File: src/hw/rtl/tsb_pkg.sv
// tsb_pkg: shared types, header constants and sizes for the TCP SYN packet builder.
// No dependencies; used by every module under hw/rtl.
package tsb_pkg;

  // Option area size, clamped to the supported range
  localparam int OPTION_BYTES = 20;
  localparam int OPT_LEN   = (OPTION_BYTES < 8) ? 8 : ((OPTION_BYTES > 40) ? 40 : OPTION_BYTES);
  localparam int IP_LEN    = 20;
  localparam int TCP_LEN   = 20 + OPT_LEN;
  localparam int PKT_LEN   = IP_LEN + TCP_LEN;
  localparam int MAX_WORDS = 15;
  localparam int PKT_WORDS = ((PKT_LEN + 3) / 4 > MAX_WORDS) ? MAX_WORDS : (PKT_LEN + 3) / 4;

  localparam logic [15:0] PKT_LEN16   = 16'(PKT_LEN);
  localparam logic [15:0] TCP_LEN16   = 16'(TCP_LEN);
  localparam logic [3:0]  LAST_IDX    = 4'(PKT_WORDS - 1);
  localparam logic [3:0]  DATA_OFFSET = 4'((TCP_LEN + 3) / 4);

  // Fixed header bytes
  localparam logic [7:0]  IP_VER_IHL    = 8'h45;
  localparam logic [7:0]  PROTO_TCP     = 8'h06;
  localparam logic [7:0]  FLAG_SYN      = 8'h02;
  localparam logic [7:0]  OPT_KIND_MSS  = 8'h02;
  localparam logic [7:0]  OPT_SIZE_MSS  = 8'h04;
  localparam logic [7:0]  OPT_KIND_SACK = 8'h04;
  localparam logic [7:0]  OPT_SIZE_SACK = 8'h02;

  // Request kinds
  localparam logic ACTION_SYN       = 1'b0;
  localparam logic ACTION_KEEPALIVE = 1'b1;

  // Register indexes and reset values
  localparam logic        REG_WINDOW = 1'b0;
  localparam logic        REG_MSS    = 1'b1;
  localparam logic [15:0] WINDOW_RST = 16'd5840;
  localparam logic [15:0] MSS_RST    = 16'd48;

  typedef struct packed {
    logic        action;
    logic [31:0] src_addr;
    logic [31:0] dst_addr;
    logic [15:0] src_port;
    logic [15:0] dst_port;
    logic [7:0]  time_to_live;
    logic [15:0] ip_ident;
    logic [31:0] seq_number;
  } tsb_in_t;

  typedef struct packed {
    logic [31:0] packet_word;
    logic [3:0]  word_index;
    logic        last_word;
  } tsb_out_t;

  typedef struct packed {
    logic [15:0] window_size;
    logic [15:0] mss_value;
  } tsb_cfg_t;

  // Request plus everything needed to emit its words
  typedef struct packed {
    tsb_in_t     req;
    tsb_cfg_t    cfg;
    logic [15:0] ip_csum;
    logic [15:0] tcp_csum;
  } tsb_hdr_t;

endpackage

File: src/hw/rtl/tsb_cfg_regs.sv
// tsb_cfg_regs: APB-style register file holding window size and MSS.
// Depends on tsb_pkg.
module tsb_cfg_regs (
  input  logic             clk,
  input  logic             rst_n,
  input  logic             psel,
  input  logic             penable,
  input  logic             pwrite,
  input  logic [2:0]       paddr,
  input  logic [31:0]      pwdata,
  output logic [31:0]      prdata,
  output logic             pready,
  output tsb_pkg::tsb_cfg_t cfg
);

  logic [15:0] window_r;
  logic [15:0] mss_r;
  logic        wr_en;
  logic        reg_sel;

  assign pready  = 1'b1;
  assign wr_en   = psel & penable & pwrite;
  assign reg_sel = paddr[2];

  // Register writes on the access cycle
  always_ff @(posedge clk) begin
    if (!rst_n) begin
      window_r <= tsb_pkg::WINDOW_RST;
      mss_r    <= tsb_pkg::MSS_RST;
    end else if (wr_en) begin
      unique case (reg_sel)
        tsb_pkg::REG_WINDOW: window_r <= pwdata[15:0];
        tsb_pkg::REG_MSS:    mss_r    <= pwdata[15:0];
        default: ;
      endcase
    end
  end

  // Read mux
  always_comb begin
    unique case (reg_sel)
      tsb_pkg::REG_WINDOW: prdata = {16'h0000, window_r};
      tsb_pkg::REG_MSS:    prdata = {16'h0000, mss_r};
      default:             prdata = 32'h0000_0000;
    endcase
  end

  assign cfg.window_size = window_r;
  assign cfg.mss_value   = mss_r;

endmodule

File: src/hw/rtl/tsb_csum_pipe.sv
// tsb_csum_pipe: three-stage elastic pipeline computing IP and TCP checksums.
// Depends on tsb_pkg.
module tsb_csum_pipe (
  input  logic               clk,
  input  logic               rst_n,
  input  logic               in_valid,
  output logic               in_ready,
  input  tsb_pkg::tsb_in_t   in_data,
  input  tsb_pkg::tsb_cfg_t  cfg,
  output logic               dn_valid,
  input  logic               dn_ready,
  output tsb_pkg::tsb_hdr_t  dn_data
);

  // Stage registers
  logic              v1_r, v2_r, v3_r;
  logic              v1_nxt, v2_nxt, v3_nxt;
  tsb_pkg::tsb_hdr_t h1_r, h2_r, h3_r;
  logic [17:0]       ip_part_r, addr_part_r, tcp_part_r;
  logic [18:0]       tcp_fix_r;
  logic [18:0]       ip_sum_r;
  logic [19:0]       tcp_sum_r;
  logic              rdy1, rdy2, rdy3;

  // Stage 1 partial sums
  logic              is_syn;
  logic [17:0]       ip_part;
  logic [17:0]       addr_part;
  logic [17:0]       tcp_part;
  logic [18:0]       tcp_fix;
  logic [18:0]       opt_sum;
  logic [7:0]        flags;

  // Fold to 16 bits and complement
  function automatic logic [15:0] fold_not(input logic [19:0] x);
    logic [16:0] f1;
    logic [15:0] f2;
    f1 = {1'b0, x[15:0]} + {13'd0, x[19:16]};
    f2 = f1[15:0] + {15'd0, f1[16]};
    return ~f2;
  endfunction

  assign rdy3     = !v3_r | dn_ready;
  assign rdy2     = !v2_r | rdy3;
  assign rdy1     = !v1_r | rdy2;
  assign in_ready = rdy1;

  assign v1_nxt = rdy1 ? in_valid : v1_r;
  assign v2_nxt = rdy2 ? v1_r : v2_r;
  assign v3_nxt = rdy3 ? v2_r : v3_r;

  always_comb begin
    is_syn  = (in_data.action == tsb_pkg::ACTION_SYN);
    flags   = is_syn ? tsb_pkg::FLAG_SYN : 8'h00;
    ip_part = {2'b00, tsb_pkg::IP_VER_IHL, 8'h00} + {2'b00, tsb_pkg::PKT_LEN16}
            + {2'b00, in_data.time_to_live, tsb_pkg::PROTO_TCP}
            + {2'b00, in_data.ip_ident};
    addr_part = {2'b00, in_data.src_addr[31:16]} + {2'b00, in_data.src_addr[15:0]}
              + {2'b00, in_data.dst_addr[31:16]} + {2'b00, in_data.dst_addr[15:0]};
    tcp_part  = {2'b00, in_data.src_port} + {2'b00, in_data.dst_port}
              + {2'b00, in_data.seq_number[31:16]} + {2'b00, in_data.seq_number[15:0]};
    opt_sum   = is_syn ? ({3'd0, tsb_pkg::OPT_KIND_MSS, tsb_pkg::OPT_SIZE_MSS}
                        + {3'd0, cfg.mss_value}
                        + {3'd0, tsb_pkg::OPT_KIND_SACK, tsb_pkg::OPT_SIZE_SACK})
                     : 19'd0;
    tcp_fix   = {11'd0, tsb_pkg::PROTO_TCP} + {3'd0, tsb_pkg::TCP_LEN16}
              + {3'd0, tsb_pkg::DATA_OFFSET, 4'h0, flags}
              + {3'd0, cfg.window_size} + opt_sum;
  end

  // Valid bits
  always_ff @(posedge clk) begin
    if (!rst_n) begin
      v1_r <= 1'b0;
      v2_r <= 1'b0;
      v3_r <= 1'b0;
    end else begin
      v1_r <= v1_nxt;
      v2_r <= v2_nxt;
      v3_r <= v3_nxt;
    end
  end

  // Stage 1: capture request and partial sums
  always_ff @(posedge clk) begin
    if (rdy1 && in_valid) begin
      h1_r.req      <= in_data;
      h1_r.cfg      <= cfg;
      h1_r.ip_csum  <= 16'h0000;
      h1_r.tcp_csum <= 16'h0000;
      ip_part_r     <= ip_part;
      addr_part_r   <= addr_part;
      tcp_part_r    <= tcp_part;
      tcp_fix_r     <= tcp_fix;
    end
  end

  // Stage 2: full IP and TCP sum accumulations
  always_ff @(posedge clk) begin
    if (rdy2 && v1_r) begin
      h2_r      <= h1_r;
      ip_sum_r  <= {1'b0, ip_part_r} + {1'b0, addr_part_r};
      tcp_sum_r <= {2'b00, addr_part_r} + {2'b00, tcp_part_r} + {1'b0, tcp_fix_r};
    end
  end

  // Stage 3: end-around carry fold and complement
  always_ff @(posedge clk) begin
    if (rdy3 && v2_r) begin
      h3_r.req      <= h2_r.req;
      h3_r.cfg      <= h2_r.cfg;
      h3_r.ip_csum  <= fold_not({1'b0, ip_sum_r});
      h3_r.tcp_csum <= fold_not(tcp_sum_r);
    end
  end

  assign dn_valid = v3_r;
  assign dn_data  = h3_r;

`ifndef ASSERT_OFF
  // A stalled stage-3 item stays and keeps its checksums
  a_hold3: assert property (@(posedge clk) disable iff (!rst_n)
    v3_r && !dn_ready |=> v3_r && $stable(h3_r.tcp_csum) && $stable(h3_r.ip_csum))
    else $error("stage 3 item changed while stalled");
  // Stage 2 never overwrites while stage 3 is blocked and full
  a_no_overrun: assert property (@(posedge clk) disable iff (!rst_n)
    v2_r && v3_r && !dn_ready |=> v2_r)
    else $error("stage 2 item lost during stall");
  // Nothing appears at stage 3 without an item in stage 2
  a_no_invent: assert property (@(posedge clk) disable iff (!rst_n)
    !v3_r && !v2_r |=> !v3_r)
    else $error("stage 3 became valid from nothing");
`endif

endmodule

File: src/hw/rtl/tsb_serializer.sv
// tsb_serializer: holds one finished header and sends it as 32-bit beats.
// Depends on tsb_pkg.
module tsb_serializer (
  input  logic              clk,
  input  logic              rst_n,
  input  logic              up_valid,
  output logic              up_ready,
  input  tsb_pkg::tsb_hdr_t up_data,
  output logic              out_valid,
  input  logic              out_ready,
  output tsb_pkg::tsb_out_t out_data
);

  tsb_pkg::tsb_hdr_t hold_r;
  logic              busy_r, busy_nxt;
  logic [3:0]        idx_r, idx_nxt;
  logic              out_valid_r, out_valid_nxt;
  tsb_pkg::tsb_out_t out_r;
  logic              emit;
  logic              last_emit;
  logic              load;
  logic              is_syn;
  logic [31:0]       word;

  assign emit      = busy_r & (!out_valid_r | out_ready);
  assign last_emit = emit & (idx_r == tsb_pkg::LAST_IDX);
  assign up_ready  = !busy_r | last_emit;
  assign load      = up_valid & up_ready;

  assign busy_nxt      = load ? 1'b1 : (last_emit ? 1'b0 : busy_r);
  assign idx_nxt       = load ? 4'd0 : (emit ? idx_r + 4'd1 : idx_r);
  assign out_valid_nxt = emit ? 1'b1 : (out_ready ? 1'b0 : out_valid_r);

  // Word select by position in the header
  always_comb begin
    is_syn = (hold_r.req.action == tsb_pkg::ACTION_SYN);
    case (idx_r)
      4'd0:  word = {tsb_pkg::IP_VER_IHL, 8'h00, tsb_pkg::PKT_LEN16};
      4'd1:  word = {hold_r.req.ip_ident, 16'h0000};
      4'd2:  word = {hold_r.req.time_to_live, tsb_pkg::PROTO_TCP, hold_r.ip_csum};
      4'd3:  word = hold_r.req.src_addr;
      4'd4:  word = hold_r.req.dst_addr;
      4'd5:  word = {hold_r.req.src_port, hold_r.req.dst_port};
      4'd6:  word = hold_r.req.seq_number;
      4'd8:  word = {tsb_pkg::DATA_OFFSET, 4'h0, (is_syn ? tsb_pkg::FLAG_SYN : 8'h00),
                     hold_r.cfg.window_size};
      4'd9:  word = {hold_r.tcp_csum, 16'h0000};
      4'd10: word = is_syn ? {tsb_pkg::OPT_KIND_MSS, tsb_pkg::OPT_SIZE_MSS,
                              hold_r.cfg.mss_value} : 32'h0000_0000;
      4'd11: word = is_syn ? {tsb_pkg::OPT_KIND_SACK, tsb_pkg::OPT_SIZE_SACK, 16'h0000}
                           : 32'h0000_0000;
      default: word = 32'h0000_0000;
    endcase
  end

  // Control state
  always_ff @(posedge clk) begin
    if (!rst_n) begin
      busy_r      <= 1'b0;
      idx_r       <= 4'd0;
      out_valid_r <= 1'b0;
    end else begin
      busy_r      <= busy_nxt;
      idx_r       <= idx_nxt;
      out_valid_r <= out_valid_nxt;
    end
  end

  // Payload: held header and output beat
  always_ff @(posedge clk) begin
    if (load) begin
      hold_r <= up_data;
    end
    if (emit) begin
      out_r.packet_word <= word;
      out_r.word_index  <= idx_r;
      out_r.last_word   <= (idx_r == tsb_pkg::LAST_IDX);
    end
  end

  assign out_valid = out_valid_r;
  assign out_data  = out_r;

`ifndef ASSERT_OFF
  // Last flag marks exactly the final position
  a_last_pos: assert property (@(posedge clk) disable iff (!rst_n)
    out_valid_r |-> (out_r.last_word == (out_r.word_index == tsb_pkg::LAST_IDX)))
    else $error("last_word does not match word_index");
  // Words of one header follow with no gap
  a_no_gap: assert property (@(posedge clk) disable iff (!rst_n)
    out_valid_r && out_ready && !out_r.last_word |=> out_valid_r)
    else $error("gap inside a header");
  // Index advances by one within a header
  a_step: assert property (@(posedge clk) disable iff (!rst_n)
    out_valid_r && out_ready && !out_r.last_word |=>
      out_r.word_index == $past(out_r.word_index) + 4'd1)
    else $error("word_index skipped or repeated");
  // A new header is taken only when not mid-header
  a_load: assert property (@(posedge clk) disable iff (!rst_n)
    load |-> !busy_r || (idx_r == tsb_pkg::LAST_IDX))
    else $error("header replaced before all words sent");
`endif

endmodule

File: src/hw/rtl/tcp_syn_packet_builder.sv
// tcp_syn_packet_builder: top level of the IPv4 + TCP SYN/keepalive header builder.
// Depends on tsb_pkg, tsb_cfg_regs, tsb_csum_pipe and tsb_serializer.
//
//  channel  | handshake              | payload
//  ---------+------------------------+----------------------------------------
//  in_      | in_valid / in_ready    | tsb_in_t: one header request per beat
//  out_     | out_valid / out_ready  | tsb_out_t: one 32-bit header word per beat
//  cfg_     | APB psel/penable/pwrite| window_size @0x0, mss_value @0x4
//
// Each request yields fifteen output beats, one per cycle while out_ready is high,
// so the sustained request rate is set by the output word port. A request passes
// through three checksum stages, the header hold register and the output register
// before its first word appears. Requests queue in the checksum stages while a
// header is being sent. Synchronous active-low reset empties all stages;
// stalls on either side hold every item in place.
module tcp_syn_packet_builder (
  input  logic              clk,
  input  logic              rst_n,
  input  logic              in_valid,
  output logic              in_ready,
  input  tsb_pkg::tsb_in_t  in_data,
  output logic              out_valid,
  input  logic              out_ready,
  output tsb_pkg::tsb_out_t out_data,
  input  logic              cfg_psel,
  input  logic              cfg_penable,
  input  logic              cfg_pwrite,
  input  logic [2:0]        cfg_paddr,
  input  logic [31:0]       cfg_pwdata,
  output logic [31:0]       cfg_prdata,
  output logic              cfg_pready
);

  tsb_pkg::tsb_cfg_t cfg;
  tsb_pkg::tsb_hdr_t hdr;
  logic              hdr_valid;
  logic              hdr_ready;

  // Configuration registers
  tsb_cfg_regs u_cfg (
    .clk     (clk),
    .rst_n   (rst_n),
    .psel    (cfg_psel),
    .penable (cfg_penable),
    .pwrite  (cfg_pwrite),
    .paddr   (cfg_paddr),
    .pwdata  (cfg_pwdata),
    .prdata  (cfg_prdata),
    .pready  (cfg_pready),
    .cfg     (cfg)
  );

  // Checksum pipeline
  tsb_csum_pipe u_pipe (
    .clk      (clk),
    .rst_n    (rst_n),
    .in_valid (in_valid),
    .in_ready (in_ready),
    .in_data  (in_data),
    .cfg      (cfg),
    .dn_valid (hdr_valid),
    .dn_ready (hdr_ready),
    .dn_data  (hdr)
  );

  // Word serializer
  tsb_serializer u_ser (
    .clk       (clk),
    .rst_n     (rst_n),
    .up_valid  (hdr_valid),
    .up_ready  (hdr_ready),
    .up_data   (hdr),
    .out_valid (out_valid),
    .out_ready (out_ready),
    .out_data  (out_data)
  );

endmodule
File: config.mk
export PLATFORM = sky130hd
export DESIGN_NAME = tcp_syn_packet_builder
export DESIGN_NICKNAME = d
export VERILOG_FILES = /design/src/hw/rtl/tsb_pkg.sv /design/src/hw/rtl/tsb_cfg_regs.sv /design/src/hw/rtl/tsb_csum_pipe.sv /design/src/hw/rtl/tsb_serializer.sv /design/src/hw/rtl/tcp_syn_packet_builder.sv
export SDC_FILE = /design/constraint.sdc
export NUM_CORES = 1
export LEC_CHECK = 0
export ABC_AREA = 1
export BUFFER_PORTS_ARGS = -buffer_cell sky130_fd_sc_hd__buf_2
export CAP_MARGIN = 20
export CORE_ASPECT_RATIO = 1.5
export CORE_MARGIN = 1.5
export CORE_UTILIZATION = 40
export CTS_BUF_LIST = sky130_fd_sc_hd__clkbuf_8
export CTS_CLUSTER_DIAMETER = 30
export CTS_CLUSTER_SIZE = 16
export DETAILED_ROUTE_END_ITERATION = 7
export PLACE_DENSITY_LB_ADDON = 0.25
export SYNTH_ARGS = -nofsm -noshare
export SYNTH_HDL_FRONTEND = slang
export SYNTH_SLANG_ARGS = --single-unit
File: constraint.sdc
create_clock -name clk -period 27 [get_ports clk]
set_clock_uncertainty 0.15 [all_clocks]
set_input_delay 2.7 -clock clk [delete_from_list [all_inputs] [get_ports clk]]
set_output_delay 2.7 -clock clk [all_outputs]
set_load 0.05 [all_outputs]
---- Word level (Yosys, flattened, before mapping) ----
Index checks and enable logic that the tools add are counted.
word-level totals
  memory bits (writable) .................. 0
  memories kept ........................... 0
  bits in read-only memories .............. 0
  register bits after elaboration ......... 994
  output and inout bits ................... 72
  latch bits .............................. 0
  logic and storage cells ................. 132
cells by class
  mux-type cells .......................... 11
  div/mod/pow operators ................... 0
  add/sub/neg operators ................... 21
  multipliers ............................. 0
  reduce and logical (&&, ||, !) cells .... 14
  $lt $le $gt $ge ......................... 0
  shift-type cells ........................ 0
  bitwise gates (word level) .............. 14
  equality and inequality tests ........... 11
operator list
  kind                      count
  $pmux W32 S11             1
  $add A18 B16 Y18          5
  $pmux W32 S2              1
  $add A18 B18 Y19          2
  $add A16 B16 Y17          2
  $add A16 B1 Y16           2
  $not A16 Y16              2
  $mux W27                  1
  $mux W26                  1
  $add A20 B19 Y20          1
  $eq A4 B4 Y1 const B      5
  $add A19 B11 Y19 const B  1
  $add A19 B16 Y19          1
  $add A19 B19 Y19          1
  $mux W19                  1
  $add A10 B16 Y17 const A  1
  $add A15 B16 Y17 const A  1
  $add A16 B3 Y17           1
  $add A16 B4 Y17           1
  $add A6 B16 Y17 const A   1
  $eq A4 B3 Y1 const B      3
  $eq A4 B2 Y1 const B      2
  $and A1 B1 Y1             5
  $logic_not A1 Y1          5
  other kinds (11)          24

---- Longest topological paths before layout ----
Gate-level depths: netlist of the first run.
  depth in word-level cells ............... 9
  depth in mapped cells ................... 23
  gate-level depth less buffers ........... 23

---- Cells and area by module ----
A second synthesis of the first run with hierarchy kept.
second synthesis, totals
  cells, all modules ...................... 3143
  area total of the unflattened synthesis .. 41833.9 um^2
by module, submodules not included
  module          cells each  times used  sequential area each (um^2)  area an instance (um^2)
  tsb_csum_pipe   2145        1           20990.1                      30231.5
  tsb_serializer  742         1           7747.4                       9914.5
  tsb_cfg_regs    256         1           640.6                        1687.9

---- Worst setup path after synthesis of the first run ----
No wires, ideal clock.
  path kind ............................... input -> register
  start point ............................. in out_ready
  end point ............................... reg u_pipe.addr_part_r[0] (enable)
  buffers on the path ..................... 0
  setup slack ............................. 8.492 ns
  stages .................................. 8
  arrival ................................. 17.398 ns
  setup time .............................. 0.960 ns
  path through ............................ nor2_1 -> nor2_1 -> a21oi_1 -> inv_1 -> nor2_1 -> inv_1 -> nor2_1 -> a21oi_1
on the way
  cells in the longest elaborated chain, start to end .. 8
ends and longest elaborated chain
  what                  RTL line                      RTL
  start, declared       tcp_syn_packet_builder.sv:23  input logic out_ready,
  $or A1 B1 Y1          tsb_serializer.sv:25          assign emit = busy_r & (!out_valid_r | out_ready);
  $and A1 B1 Y1         tsb_serializer.sv:25
  named net u_ser.emit  tsb_serializer.sv:19          logic emit;
  $and A1 B1 Y1         tsb_serializer.sv:26          assign last_emit = emit & (idx_r == tsb_pkg::LAST_IDX);
  $or A1 B1 Y1          tsb_serializer.sv:27          assign up_ready = !busy_r | last_emit;
  $or A1 B1 Y1          tsb_csum_pipe.sv:43           assign rdy3 = !v3_r | dn_ready;
  $or A1 B1 Y1          tsb_csum_pipe.sv:44           assign rdy2 = !v2_r | rdy3;
  $or A1 B1 Y1          tsb_csum_pipe.sv:45           assign rdy1 = !v1_r | rdy2;
  $logic_and A1 B1 Y1   tsb_csum_pipe.sv:86           if (rdy1 && in_valid) begin
  end signal, assigned  tsb_csum_pipe.sv:92           addr_part_r <= addr_part;
  end, declared         tsb_csum_pipe.sv:19           logic [17:0] ip_part_r, addr_part_r, tcp_part_r;
The timed path passes the listed nets, and every way through them passes these cells.
A chain may end at the register's enable or synchronous reset.

---- Final worst setup path of the first run ----
  start point ............................. in out_ready
  end point ............................... out in_ready
on the way
  cells in the longest elaborated chain, start to end .. 7
ends and longest elaborated chain
  what                  RTL line                      RTL
  $or A1 B1 Y1          tsb_serializer.sv:25
  $and A1 B1 Y1         tsb_serializer.sv:25
  named net u_ser.emit  tsb_serializer.sv:19
  $and A1 B1 Y1         tsb_serializer.sv:26
  $or A1 B1 Y1          tsb_serializer.sv:27
  $or A1 B1 Y1          tsb_csum_pipe.sv:43
  $or A1 B1 Y1          tsb_csum_pipe.sv:44
  $or A1 B1 Y1          tsb_csum_pipe.sv:45
  end, declared         tcp_syn_packet_builder.sv:20  output logic in_ready,
The timed path passes the listed nets, and every way through them passes these cells.

==> out/metrics.csv, run 1 <==
metric,value,unit
status,"finished, final reports clean",
dr.pass1.iters,8,
via_count,25290,
io_pins,267,
hpwl,84620,um
postSynthCellCount,3206,
ys_warn_count,0,
rows,146,
ctsHoldBuffers,0,
async_flop_share,0,%
cap_violations,0,
power_leakage,18.77,nW
critPathSlowestCell,a21oi_1,
numCtsBuffers,140,
crit_type,input pin to output port,
syn_area,42370,um2
crit_arrival,4220,ps
synth.area.top_cells,"edfxtp_1 (67%), ha_1 (5.2%), nand2_1 (4.9%)",
clkTransAtPathRegs,80,ps
dieHeight,401.6,um
whs,248.6,ps
grt_pass1_wl,161500,um
ys_seq_area_share,69.40,%
viasPerCell,4.952,
synthDistinctLibCells,52,
drv_slew,0,
ir_drop,0.05789,mV
cp_max_fo,3,
cts_root_buffer,clkbuf_8,
max-slew-margin-rel,28.25,%
wirelength,112400,um
core,105200,um2
synth_seq_cells,993,
synth_flop_cell,edfxtp_1,
tightestPinTransition,1076,ps
drive_above_1_share,15.25,%
grt_pass1_vias,25210,
tns,0,ps
clkLatencyLatePin,840,ps
p_per_area,95.38,nW/um2
antenna_found_initial,13,
drtIter0Drc,1562,
gp_congestion,0.9280,
cp.required,24150,ps
cts_resized,0,
portBuffers,231,
synth-edff-count,952,
synth.avg_cell_area,13.22,um2
design.die.area,107900,um2
cp_common_cell,nor2_1,
tritoncts,built,
grt_remaining_overflow,0,
finalHoldViolCount,0,
die_w,268.7,um
setup_violations,0,
syn_to_final_growth,14.82,%
critPathMaxStageDelay,310,ps
synth_top_area_share,67.47,%
finalCritPeriodShare,26.17,%
cts_setup_buffers,0,
path_cells,buf_2 > nor2_1 > nor2_4 > a21oi_1 > inv_1 > nor2_1 > inv_1 > nor2_1 > nand2_1 > buf_2,
rsz0062_at_grt,no,
clk_path_buf_depth,3,
hold_class,flip-flop to flip-flop,
detail_route.wl_per_cell,22.02,um
fmax,141.5,MHz
yosysTopAreaCell,edfxtp_1,
fin_crit,7066,ps
critical_path.startpoint_type,input pin,
grt_max_degree,138,
ctsHtreeMaxLevel,4,
grt_util_all_layers,21.09,%
fin_nets,3991,
cts.sinks,993,
endpoint_kind,output port,
drc,0,
start_util,40.27,%
postRouteAntennaNets,0,
[layout make-up]
class / instances / area, um2
antenna: 7 / 17.52
clock buffer: 141 / 1941
clock inverter: 119 / 1284
fill: 9597 / 56570
inverter: 352 / 1336
multi-input combinational: 1830 / 11520
sequential: 993 / 29410
tap: 1406 / 1759
timing repair buffer: 258 / 1384
[cells in the final DEF (no fill, tap or decap), types with 10 or more instances in the layout]
| cell | instances |
|---|---|
| xnor2_1 | 47 |
| nor2_2 | 13 |
| clkinv_2 | 10 |
| bufinv_16 | 12 |
| fa_1 | 46 |
| clkinv_8 | 11 |
| clkinv_1 | 12 |
| nor2_1 | 164 |
| nand3_1 | 144 |
| nor3_1 | 26 |
| clkinv_4 | 13 |
| a31oi_1 | 14 |
| dfxtp_1 | 41 |
| o21ai_0 | 117 |
| a22o_1 | 19 |
| clkbuf_8 | 141 |
| a221oi_1 | 32 |
| nand4_1 | 55 |
| buf_4 | 25 |
| inv_2 | 13 |
| buf_2 | 231 |
| inv_1 | 341 |
| nand2_1 | 554 |
| edfxtp_1 | 952 |
| inv_8 | 17 |
| a21oi_1 | 185 |
| xor2_1 | 107 |
| conb_1 | 18 |
| inv_6 | 29 |
| clkinvlp_4 | 13 |
| o21bai_1 | 11 |
| ha_1 | 175 |
| a21o_1 | 15 |
[worst paths after layout]
| path | slack (ps) | depth (start not counted) | startpoint | endpoint |
|---|---|---|---|---|
| worst max register to register | 22100 | 12 | u_ser.idx_r[0]$_SDFFE_PP0P_ | u_pipe.dn_data[93]$_DFFE_PP_ |
| worst min register to register | 250 | 0 | u_pipe.h2_r[163]$_DFFE_PP_ | u_pipe.dn_data[163]$_DFFE_PP_ |
| worst max-delay path | 19930 | 10 | out_ready | in_ready |
| worst min-delay path | 250 | 0 | u_pipe.h2_r[163]$_DFFE_PP_ | u_pipe.dn_data[163]$_DFFE_PP_ |
[logic make-up (layout without fill, tap and decap cells)]
logic type	after synthesis	count (layout)	share of synthesized area, %
other	2	25	0.01772
xor gates and xnor gates	157	157	3.325
and+or+nand+nor	998	998	10.16
DFF	993	993	69.40
buffers and inverters	399	870	3.694
AOI/OAI and AO/OA	436	436	6.059
adders and majority gates	221	221	7.341
[cells in the mapped netlist (all sizes together), types with 4 or more instances]
library cell and instances:
nor2 184, nand3 146, a221oi 35, ha 175
fa 46, o21bai 11, edfxtp 952, a22o 19
or2 4, xor2 110, nor3 30, nand3b 7
clkbuf 26, o21ai 124, o31ai 6, a21boi 8
xnor2 47, dfxtp 41, nor4 4, o2111ai 5
nand2 565, nand4 55, a31oi 14, a21oi 187
a21o 15, inv 350, o21a 6, buf 21
[per-stage QoR]
stage	utilization, %	cell area (um2)	cells	setup WS, ps	power [W]
finish	46.24	48650	5106	19930	0.004640
global route	46.22	48640	5100	19750	0.004912
CTS	46.22	48630	5099	19910	0.004691
detailed placement	43.16	45410	4839	19910	0.003353
global placement	43.16	45410	4839	19940	0.003358
floorplan	-	42430	3222	8492	0.002935
[worst max-delay path: cells and delay by family]
family                 cells  cell delay, ps
AO/OA/AOI/OAI              1             310
AND/OR/NAND/NOR            5             710
buffers and inverters      4             510
[sequential cells by signal, summed over array words and instances (netlist names), 18 cells and up]
register            flops
u_pipe.tcp_sum_r       20
u_pipe.dn_data        217
u_pipe.ip_part_r       18
u_pipe.tcp_part_r      18
u_ser.out_data         37
u_pipe.h1_r           184
u_pipe.tcp_fix_r       19
u_pipe.ip_sum_r        19
u_pipe.addr_part_r     18
u_ser.hold_r          217
u_pipe.h2_r           185
[where the power goes]
part | total, W | internal [W] | switching, W
Sequential | 0.00197 | 0.00188 | 0.0000962
Combinational | 0.00135 | 0.000464 | 0.000882
Clock | 0.00132 | 0.000655 | 0.000665
[per-layer routing]
metal | vias up | GRT usage (%) | part of all wire, % | wire, um
li1 | 12160 | - | - | -
met1 | 12270 | 24.00 | 38 | 42530
met5 | - | 0 | 0.069 | 78
met3 | 192 | 4.483 | 5.4 | 6061
met4 | 12 | 9.353 | 4.4 | 4996
met2 | 656 | 37.61 | 52 | 58750
Note: power is estimated with default switching activity, not from simulation.
==> inputs of run 2 (changes only) <==
Settings changed: ABC_AREA 1 to 0.
Clock period 27 ns to 7.05 ns, I/O delays scaled along.
==> run 2 against run 1 <==
  * Count of clock-buffer cells in the layout unchanged
  * Critical endpoint is now u_pipe.addr_part_r[17]$_DFFE_PP_
  * Sequential share of layout area decreased by 0.21 points
  * Power rose to 3.6 times the previous value
  * Combinational power rose to 3.5 times the previous value
  * Worst setup slack worse by 18000 ps
==> out/metrics.csv, run 2 <==
metric,value,unit,change
status,"finished, final reports clean",,
die_w,265.4,um,-1.2%
clkLatencyLatePin,820,ps,-20 ps
antenna_found_initial,13,,unchanged
cts_setup_buffers,0,,unchanged
layout_setup_ws,1688,ps,-18250 ps
cts.sinks,993,,unchanged
grt_use_met1,23.09,%,-0.91 points
synth_xor_area_share,4.048,%,+0.72 points
tightestPinTransition,1063,ps,-13.60 ps
crit_arrival,5750,ps,+1530 ps
start_util,40.31,%,about the same
core,102500,um2,-2.6%
synth_top_family_by_area,compound AO/OA/AOI/OAI gates,,
dieHeight,396.7,um,-1.2%
synth_top_area_share,69.18,%,+1.7 points
power_leakage,17.83,nW,-5.0%
hold_class,input pin to flip-flop,,
max-slew-margin-rel,28.40,%,+0.16 points
ir_drop,0.2139,mV,+270%
fill_cells,8755,,-8.8%
crit_type,input pin to flip-flop,,
ys_warn_count,0,,unchanged
rsz0062_at_grt,no,,
numCtsBuffers,136,,-2.9%
tns,0,ps,unchanged
synthTopCellsByCount,"edfxtp_1 (952), inv_1 (184), ha_1 (175)",,
ctsHtreeMaxLevel,4,,unchanged
rows,144,,-1.4%
critical_path.startpoint_type,input pin,,
grt_pass1_vias,24670,,-2.1%
syn_area,41320,um2,-2.5%
final_cell_mix,"edfxtp_1 (952), buf_2 (231), inv_1 (195)",,
drive_above_1_share,16.32,%,+1.1 points
synth.area.top_cells,"edfxtp_1 (69%), ha_1 (5.3%), xnor2_1 (2.8%)",,
clk_path_buf_depth,3,,unchanged
postRouteAntennaNets,0,,unchanged
postSynthCellCount,2680,,-16%
synthDistinctLibCells,90,,+73%
grt_remaining_overflow,0,,unchanged
grtUsageMet2,34.29,%,-3.3 points
via_count,23640,,-6.5%
dpl_worst_slack,1464,ps,-18450 ps
fmax,186.5,MHz,
synth_compound_area_share,8.090,%,+2.0 points
syn_to_final_growth,18.15,%,
hpwl,71150,um,-16%
ys_seq_area_share,71.17,%,+1.8 points
cap_violations,0,,unchanged
synth-edff-count,952,,unchanged
ctsHoldBuffers,167,,+167
drc,0,,unchanged
async_flop_share,0,%,unchanged
cp_max_fo,5,,+2
wirelength,101400,um,-9.8%
tritoncts,built,,
synthMuxAreaShare,0.3512,%,+0.35 points
cp.required,7440,ps,-16710 ps
gp_congestion,0.8575,,-7.6%
fin_crit,5362,ps,
final-instance-count-excl-fill,4616,,-9.6%
grt_pass1_wl,150100,um,-7.0%
drtIter0Drc,1488,,-4.7%
dp.cells,4196,,-13%
synth_seq_cells,993,,unchanged
detail_route.wl_per_cell,21.97,um,-0.23%
cts_resized,0,,unchanged
top_usage_layer,met2,,
cts_root_buffer,clkbuf_8,,
final_common_cell,edfxtp_1,,
dr.pass1.iters,8,,unchanged
design.die.area,105300,um2,-2.5%
yosysMostFrequentCell,edfxtp_1,,
p_per_area,346.4,nW/um2,+260%
grt_max_degree,160,,+16%
finalHoldViolCount,0,,unchanged
endpoint_kind,flip-flop,,
grt_util_all_layers,19.37,%,-1.7 points
fin_nets,3603,,-9.7%
drv_slew,0,,unchanged
synth_flop_cell,edfxtp_1,,
yosys.area_share.simple,6.277,%,-3.9 points
setup_violations,0,,unchanged
synth.avg_cell_area,15.42,um2,+17%
io_pins,267,,unchanged
finalCritPeriodShare,76.06,%,
clkTransAtPathRegs,80,ps,about the same
grt_use_met3,3.898,%,-0.59 points
portBuffers,231,,unchanged
viasPerCell,5.121,,+3.4%
synth_fa_ha_area_share,7.551,%,+0.21 points
yosysTopAreaCell,edfxtp_1,,
## run 2: critical path, stage by stage
cell and delay, ps:
dlygate4sd3_1 540, buf_2 130, ha_1 210, inv_1 70
fa_1 280, nor2b_1 100, o31a_1 280, o211ai_1 170
nand2_1 210, a41oi_1 540, nand2b_1 140, xnor2_1 160
fa_1 490, inv_1 50, ha_1 390, nand3_1 100
nand2_1 50, a41oi_1 380, a21oi_1 200, a31oi_1 400
o21ai_0 150
## run 2: path summary, 6_finish.rpt
check / startpoint / endpoint / slack [ps] / cells past startpoint
worst max-delay path: in_data[120] / u_pipe.addr_part_r[17]$_DFFE_PP_ / 1690 / 21
worst min-delay path: in_data[36] / u_pipe.h1_r[100]$_DFFE_PP_ / 60 / 1
worst max register to register: u_pipe.addr_part_r[0]$_DFFE_PP_ / u_pipe.tcp_sum_r[19]$_DFFE_PP_ / 2280 / 17
worst min register to register: u_pipe.h1_r[213]$_DFFE_PP_ / u_pipe.h2_r[213]$_DFFE_PP_ / 240 / 0
## run 2: logic make-up (layout without fill, tap and decap cells)
| logic type | after synthesis | in the layout |
|---|---|---|
| flip-flops | 993 | 993 |
| AND/OR/NAND/NOR | 521 | 521 |
| AO/OA/AOI/OAI | 482 | 482 |
| buffers and inverters | 256 | 856 |
| adder cells (fa/ha/maj) | 222 | 222 |
| XOR/XNOR | 191 | 191 |
| multiplexers | 13 | 13 |
| other | 2 | 24 |
## run 2: power by group
part           switching (W)  leakage, nW  internal (W)
sequential          0.000272         9.19       0.00715
combinational        0.00275         7.10       0.00196
clock                0.00241         1.54       0.00237
## run 2: layout make-up
cell class | instances | area, um2 | area share (%)
diodes | 6 | 15.01 | 0.03075
clock buffers | 141 | 1941 | 3.975
clock inverters | 106 | 1042 | 2.135
inverters | 184 | 690.7 | 1.415
multi-input cells | 1447 | 10990 | 22.51
flip-flops and latches | 993 | 29410 | 60.23
well taps | 1314 | 1644 | 3.367
repair buffers | 425 | 3093 | 6.335
## run 2: metrics by stage
step / hold slack (ps) / power (W) / instance area (um2) / utilization, %
4_1_cts: 6.386 / 0.01706 / 48810 / 47.61
6_report: 62.56 / 0.01691 / 48820 / 47.62
5_1_grt: 25.41 / 0.01776 / 48820 / 47.62
2_1_floorplan: 250.3 / 0.01084 / 41410 / -
3_5_place_dp: 254.5 / 0.01215 / 44150 / 43.07
3_3_place_gp: 250.4 / 0.01204 / 44140 / 43.05
## run 2: routing by layer
| layer | vias up | wire [um] |
|---|---|---|
| li1 | 11080 | - |
| met1 | 11710 | 40430 |
| met2 | 667 | 52240 |
| met3 | 177 | 5203 |
| met4 | 10 | 3453 |
| met5 | - | 69 |
